**src/rtl/core/trd_pkg.sv**
```systemverilog
// trd_pkg: beat types, op and register codes, state encoding and helpers
// for the triangle raster depth test core; no dependencies
`default_nettype none

package trd_pkg;

    // op codes
    localparam logic [1:0] OP_LOAD  = 2'd0;
    localparam logic [1:0] OP_STEP  = 2'd1;
    localparam logic [1:0] OP_CLEAR = 2'd2;
    localparam logic [1:0] OP_NONE  = 2'd3;

    // configuration register indexes
    localparam logic REG_WIDTH  = 1'b0;
    localparam logic REG_HEIGHT = 1'b1;

    localparam logic [10:0] RST_DIM   = 11'd700;
    localparam logic [23:0] FAR_DEPTH = 24'hFFFFFF;
    localparam logic [1:0]  LAST_SLOT = 2'd2;

    // datapath widths: products, edge values, edge sum, depth numerator
    localparam int PW = 34;
    localparam int EW = 35;
    localparam int DW = 37;
    localparam int NW = 61;

    typedef struct packed {
        logic [1:0]         op;
        logic [1:0]         vertex_slot;
        logic signed [15:0] vert_x;
        logic signed [15:0] vert_y;
        logic [23:0]        vert_z;
    } t_in_beat;

    typedef struct packed {
        logic [9:0]  pix_x;
        logic [10:0] pix_y;
        logic        covered;
        logic        written;
        logic [23:0] frag_depth;
        logic [16:0] weight_a;
        logic [16:0] weight_b;
        logic [16:0] weight_c;
        logic        walk_done;
    } t_out_beat;

    typedef enum logic [2:0] {
        ST_IDLE,
        ST_PROD,
        ST_EDGE,
        ST_MUL,
        ST_DIV,
        ST_FIN
    } t_state;

    // integer part of a 12.4 value, truncated toward zero
    function automatic logic signed [11:0] trunc_int(input logic signed [15:0] v);
        logic signed [15:0] t;
        t = v + ((v < 0) ? 16'sd15 : 16'sd0);
        return t[15:4];
    endfunction

    function automatic logic signed [15:0] min3(input logic signed [15:0] a,
                                                input logic signed [15:0] b,
                                                input logic signed [15:0] c);
        logic signed [15:0] m;
        m = (a < b) ? a : b;
        return (m < c) ? m : c;
    endfunction

    function automatic logic signed [15:0] max3(input logic signed [15:0] a,
                                                input logic signed [15:0] b,
                                                input logic signed [15:0] c);
        logic signed [15:0] m;
        m = (a > b) ? a : b;
        return (m > c) ? m : c;
    endfunction

    // (b0 - a0) * (c0 - d0), exact
    function automatic logic signed [PW-1:0] mul_term(input logic signed [15:0] a0,
                                                      input logic signed [15:0] b0,
                                                      input logic signed [15:0] c0,
                                                      input logic signed [15:0] d0);
        logic signed [16:0] s;
        logic signed [16:0] t;
        s = 17'(b0) - 17'(a0);
        t = 17'(c0) - 17'(d0);
        return PW'(s) * PW'(t);
    endfunction

    function automatic logic [EW-1:0] mag(input logic signed [EW-1:0] v);
        return (v < 0) ? EW'(-v) : EW'(v);
    endfunction

endpackage

`default_nettype wire

```
**src/rtl/core/trd_div.sv**
```systemverilog
// trd_div: restoring divider, one quotient bit per cycle
// depends on trd_pkg for the divisor width
`default_nettype none

module trd_div import trd_pkg::*; (
    input  wire logic          i_clk,
    input  wire logic          i_rst_n,
    input  wire logic          i_start,
    input  wire logic [4:0]    i_nbits,
    input  wire logic [DW-1:0] i_rem,
    input  wire logic [23:0]   i_lo,
    input  wire logic [DW-1:0] i_div,
    output logic               o_done,
    output logic [23:0]        o_quot
);

    logic          r_busy;
    logic          r_done;
    logic [4:0]    r_cnt;
    logic [DW-1:0] r_rem;
    logic [23:0]   r_lo;
    logic [23:0]   r_q;
    logic [DW:0]   trial;
    logic          fits;

    // shift in the next dividend bit and try the subtract
    always_comb begin
        trial = {r_rem, r_lo[23]};
        fits  = (trial >= {1'b0, i_div});
    end

    // control
    always_ff @(posedge i_clk) begin
        if (!i_rst_n) begin
            r_busy <= 1'b0;
            r_done <= 1'b0;
            r_cnt  <= '0;
        end else begin
            r_done <= r_busy && (r_cnt == 5'd1);
            if (i_start) begin
                r_busy <= 1'b1;
                r_cnt  <= i_nbits;
            end else if (r_busy) begin
                r_cnt <= r_cnt - 5'd1;
                if (r_cnt == 5'd1) begin
                    r_busy <= 1'b0;
                end
            end
        end
    end

    // remainder and quotient
    always_ff @(posedge i_clk) begin
        if (i_start) begin
            r_rem <= i_rem;
            r_lo  <= i_lo;
            r_q   <= '0;
        end else if (r_busy) begin
            r_rem <= fits ? DW'(trial - {1'b0, i_div}) : DW'(trial);
            r_lo  <= {r_lo[22:0], 1'b0};
            r_q   <= {r_q[22:0], fits};
        end
    end

    assign o_done = r_done;
    assign o_quot = r_q;

endmodule

`default_nettype wire
```
**config.mk**
```make
export PLATFORM = sky130hd
export DESIGN_NAME = trd_div
export DESIGN_NICKNAME = d
export VERILOG_FILES = /design/src/rtl/core/trd_pkg.sv /design/src/rtl/core/trd_div.sv
export SDC_FILE = /design/constraint.sdc
export NUM_CORES = 1
export LEC_CHECK = 0
export BUFFER_PORTS_ARGS = -buffer_cell sky130_fd_sc_hd__buf_2
export CAP_MARGIN = 15
export CORE_MARGIN = 1
export CORE_UTILIZATION = 50
export DETAILED_ROUTE_END_ITERATION = 16
export HOLD_SLACK_MARGIN = 0.05
export MAX_ROUTING_LAYER = met4
export PLACE_DENSITY = 0.81
export SYNTH_ARGS = -nofsm -noshare
export SYNTH_HDL_FRONTEND = slang
export SYNTH_SLANG_ARGS = --single-unit
```
**constraint.sdc**
```tcl
create_clock -name i_clk -period 4.3 [get_ports i_clk]
set_input_delay 0.645 -clock i_clk [delete_from_list [all_inputs] [get_ports i_clk]]
set_output_delay 0.645 -clock i_clk [all_outputs]
set_load 0.02 [all_outputs]
```
After elaboration in Yosys (flattened, before gate mapping)
Index checks and enable logic that the tools add are counted.
{"block": "totals", "ff_bits": 92, "inputBits": 106, "output_inout_bits": 25}
{"block": "classes", "addsub": 2, "order_cmp": 1, "n_eq_ne": 1, "muxes": 10, "reduce_logical": 2}
{"operator": "$mux W37", "count": 3}
{"operator": "$mux W24", "count": 2}
{"operator": "$ge A38 B37 Y1", "count": 1}
{"operator": "$sub A37 B37 Y37", "count": 1}
{"operator": "$mux W5", "count": 2}
{"operator": "$eq A5 B1 Y1 const B", "count": 1}
{"operator": "$sub A5 B1 Y5 const B", "count": 1}
{"operator": "$mux W1", "count": 3}
{"operator": "$reduce_bool A2 Y1", "count": 1}
{"operator": "$logic_and A1 B1 Y1", "count": 1}

Longest topological paths before layout
{"block": "logic_depth", "ltp_word": 4, "mapped_depth": 15, "mapped_depth_nobuf": 13}

Worst setup path before layout
OpenSTA, ideal clock, no wires.
{"block": "synth_path", "path_type": "in2reg", "start": "input port i_div[0]", "end": "register r_rem[34], data pin", "setup_ns": 0.261, "arrival_ns": 2.989, "t_required_ns": 4.039, "setup_slack_ns": 1.051, "stages": 12, "cell_sequence": "ha_1 > inv_1 > fa_1 > a211oi_2 > o21ai_2 > o2111a_2 > nor3_4 > nor4b_4 > o21ai_4 > buf_4 > nor2_2 > a221o_1"}
{"block": "synth_between", "elab_chain_cells": 4}
{"element": "start, declared", "line": "trd_div.sv:12", "source": "input wire logic [DW-1:0] i_div,"}
{"element": "$sub A37 B37 Y37 or $ge A38 B37 Y1 (tied branches)", "line": "trd_div.sv:59, trd_div.sv:29"}
{"element": "$mux W37 (*)", "line": "trd_div.sv:59", "source": "r_rem <= fits ? DW'(trial - {1'b0, i_div}) : DW'(trial);"}
{"element": "$mux W37 (*)", "line": "trd_div.sv:58", "source": "end else if (r_busy) begin"}
{"element": "$mux W37 (*)", "line": "trd_div.sv:54", "source": "if (i_start) begin"}
{"element": "end signal, assigned", "line": "trd_div.sv:55", "source": "r_rem <= i_rem;"}
{"element": "end signal, assigned", "line": "trd_div.sv:59"}
{"element": "end, declared", "line": "trd_div.sv:20", "source": "logic [DW-1:0] r_rem;"}
Every way passes the cells marked *; elsewhere a longest branch is shown, timed or not. The select of a mux whose other input is x is not followed.
A chain may end at the register's enable or synchronous reset.

Worst setup path in the final report
{"block": "layout_path", "start": "register r_lo[23]", "end": "register r_rem[28], data pin"}
{"block": "layout_between", "elab_chain_cells": 4}
{"element": "start, declared", "line": "trd_div.sv:21", "source": "logic [23:0] r_lo;"}
{"element": "start signal, assigned", "line": "trd_div.sv:56", "source": "r_lo <= i_lo;"}
{"element": "start signal, assigned", "line": "trd_div.sv:60", "source": "r_lo <= {r_lo[22:0], 1'b0};"}
{"element": "$sub A37 B37 Y37 or $ge A38 B37 Y1 (tied branches)", "line": "trd_div.sv:59, trd_div.sv:29"}
{"element": "$mux W37 (*)", "line": "trd_div.sv:59"}
{"element": "$mux W37 (*)", "line": "trd_div.sv:58"}
{"element": "$mux W37 (*)", "line": "trd_div.sv:54"}
Marked as above.

==> impl_metrics.py <==
metrics = {
    "finish": {
        "final_cell_count_no_fill": 960,
        "drive_gt1_share_pct": 24.7,
        "nets": 932,
        "areaGrowthSynthToFinish_pct": 17.8,
        "fill_cells": 1074,
    },
    "cts": {
        "clk_pin_slew_ns": 0.07,
        "cts_buffer_depth": 2,
        "cts_tree": "done",
        "cts_root_buf": "clkbuf_16",
        "cts_buffers": 9,
        "insertion_delay_ns": 0.36,
        "cts_resized": 0,
        "cts_hold_buf": 0,
        "h-tree-depth": 3,
        "clock-sinks": 92,
        "cts_setup_buffers": 0,
    },
    "timing": {
        "setup-violations-final": 0,
        "setup_tns_ns": 0,
        "relSlewSlack_pct": 46.4,
        "grt_setup_unrepaired": "false",
        "skew_ns": 0.0124,
        "fmax_ghz": 0.290,
        "final-hold-violation-count": 0,
        "worst_slew_pin_slew_ns": 0.805,
        "min_period_over_period_pct": 80.3,
        "fin_ws_ns": 0.848,
        "fin_crit_ns": 3.45,
        "drv_slew": 0,
    },
    "setup_path": {
        "required_ns": 4.41,
        "crit_fanout": 31,
        "end_kind": "flop",
        "critPathArrivalTime_ns": 3.56,
        "path_class": "flop to flop",
        "start_kind": "flop",
    },
    "synthesis": {
        "synthTopCellsByArea": "edfxtp_1 (29%), dfxtp_1 (10%), ha_1 (7.8%), a21oi_1 (4.7%), mux2i_1 (4.7%)",
        "async_flop_share_pct": 0,
        "synth_nets": 815,
        "yosysMostFrequentCell": "nor2_1",
        "seq_area_frac_synth_pct": 39.4,
        "yosysWarnings": 0,
        "ys.flop_type": "edfxtp_1",
        "synth-seq-cells": 92,
        "synth_edf_count": 61,
        "yosysTopAreaCellShare_pct": 29.4,
        "synth_common_cells": "nor2_1 (65), edfxtp_1 (61), a21oi_1 (59), inv_1 (51), nand2_1 (49)",
        "synth_cell_types": 67,
        "synth_top_area_cell": "edfxtp_1",
        "synth_area_per_cell_um2": 9.30,
        "netlist_instances": 669,
        "netlist_area_um2": 6220,
    },
    "routing": {
        "ant_nets": 0,
        "drt_wl_total_um": 14300,
        "vias_per_cell": 5.42,
        "vias": 5207,
        "drt_iter0_drc": 277,
        "wl_per_cell_um": 14.9,
        "firstDrtPassIters": 5,
        "drc": 0,
    },
    "die": {
        "coreArea_um2": 12100,
        "fp.dieArea_um2": 12900,
        "core.rowCount": 40,
        "pin_count": 131,
        "die_h_um": 114,
        "die_w_um": 114,
        "start_util_pct": 51.6,
    },
    "grt": {
        "grt_pass1_wl_um": 23300,
        "grt_antenna_before_repair": 1,
        "overflow": 0,
        "grt_pass1_vias": 5007,
        "grt_usage_pct": 23.8,
        "grt_max_degree": 76,
    },
    "placement": {
        "place_ws_ns": 0.617,
        "place.gp.congestion": 0.854,
        "dp_cells": 943,
        "place_hpwl_um": 10600,
        "io_buffers": 130,
    },
    "power_and_ir_drop": {
        "p_total_mw": 3.75,
        "peakVddDrop_v": 0.000441,
        "power_density_nw_per_um2": 512,
        "leakage_nw": 3.30,
    },
    "worst_hold_path": {
        "hold_class": "flop to flop",
    },
    "run": {
        "max-cap-violations": 0,
    },
    "outcome": {
        "status": "finished clean",
    },
}
[per-stage QoR]
step | instance area, um2 | hold slack, ns | utilization, %
floorplan | 6220 | 0.519 | -
finish | 7330 | 0.512 | 60.8
global route | 7330 | 0.523 | 60.8
CTS | 7330 | 0.510 | 60.8
detailed placement | 7020 | 0.495 | 58.2
global placement | 7020 | 0.470 | 58.2
[kinds of logic (layout without fill, tap and decap cells)]
family	after synthesis	count (layout)	synth area share (%)
simple gates	185	185	14.6
compound gates	181	181	18.6
flops	92	92	39.4
buf+inv	84	206	5.45
mux	52	52	8.83
fa+ha+maj	40	40	8.16
xor+xnor	35	35	4.93
other cells	0	1	0
[routing by layer]
metal	wire length [um]	GRT usage (%)	vias up	part of all wire [%]
met1	6300	28.9	2389	44
met3	912	5.37	20	6.4
met5	0	-	-	0
li1	-	-	2639	-
met2	6800	39.2	159	48
met4	252	7.81	0	1.8
[registers in the layout, indices dropped and copies added, names as in the netlist]
name / flops
r_rem: 37
r_cnt: 5
o_done: 1
r_lo: 24
o_quot: 24
r_busy: 1
[cell type report]
class,count,area [um2],share of cell area (%)
tap,168,210,2.87
sequential,92,2450,33.5
multi-input combinational,493,3430,46.8
clock buffer,12,279,3.81
inverter,52,195,2.66
timing repair buffer,138,726,9.90
antenna,1,2.50,0.0341
clock inverter,4,33.8,0.461
[report_power, final]
group | total (mW) | switching (mW) | internal (mW) | leakage (nW)
Combinational | 1.70 | 0.971 | 0.729 | 2.28
Sequential | 1.22 | 0.0785 | 1.14 | 0.866
Clock | 0.835 | 0.365 | 0.470 | 0.156
[cell usage in the layout (no fill, tap or decap), drive strengths merged, types with 3 or more instances in the layout]
master  count
nand3      10
o21a        9
dfxtp      31
nor2b       5
or3         3
inv        55
nand2      49
nand2b      8
xor2       13
nand4       8
a21o       19
mux2       23
o31ai       4
and2        4
nor4        5
xnor2      22
mux2i      29
a211o       3
clkbuf     12
o21bai      5
buf       138
o21ai      48
a31oi       9
nor3        8
and3        6
edfxtp     61
ha         39
a211oi      6
and4        3
nor2       66
a21oi      61
[path summary, 6_finish.rpt]
kind         startpoint    endpoint  slack (ns)  depth (start not counted)
min reg2reg  o_quot[23]  o_quot[23]        0.51                          2
max reg2reg    r_lo[23]   r_rem[28]        0.85                         13
min          o_quot[23]  o_quot[23]        0.51                          2
max            r_lo[23]   r_rem[28]        0.85                         13
[worst max-delay path, cell delays in order (launching register included)]
cell and delay, ns:
edfxtp_1 0.40, inv_1 0.07, ha_1 0.14, inv_1 0.05, fa_1 0.42, a211oi_2 0.26, o21ai_2 0.12, o2111a_2 0.30
nor3_4 0.32, nor4b_4 0.10, o21ai_4 0.36, buf_12 0.23, nor2_2 0.08, a221o_1 0.32
(Power assumes the default switching activity.)
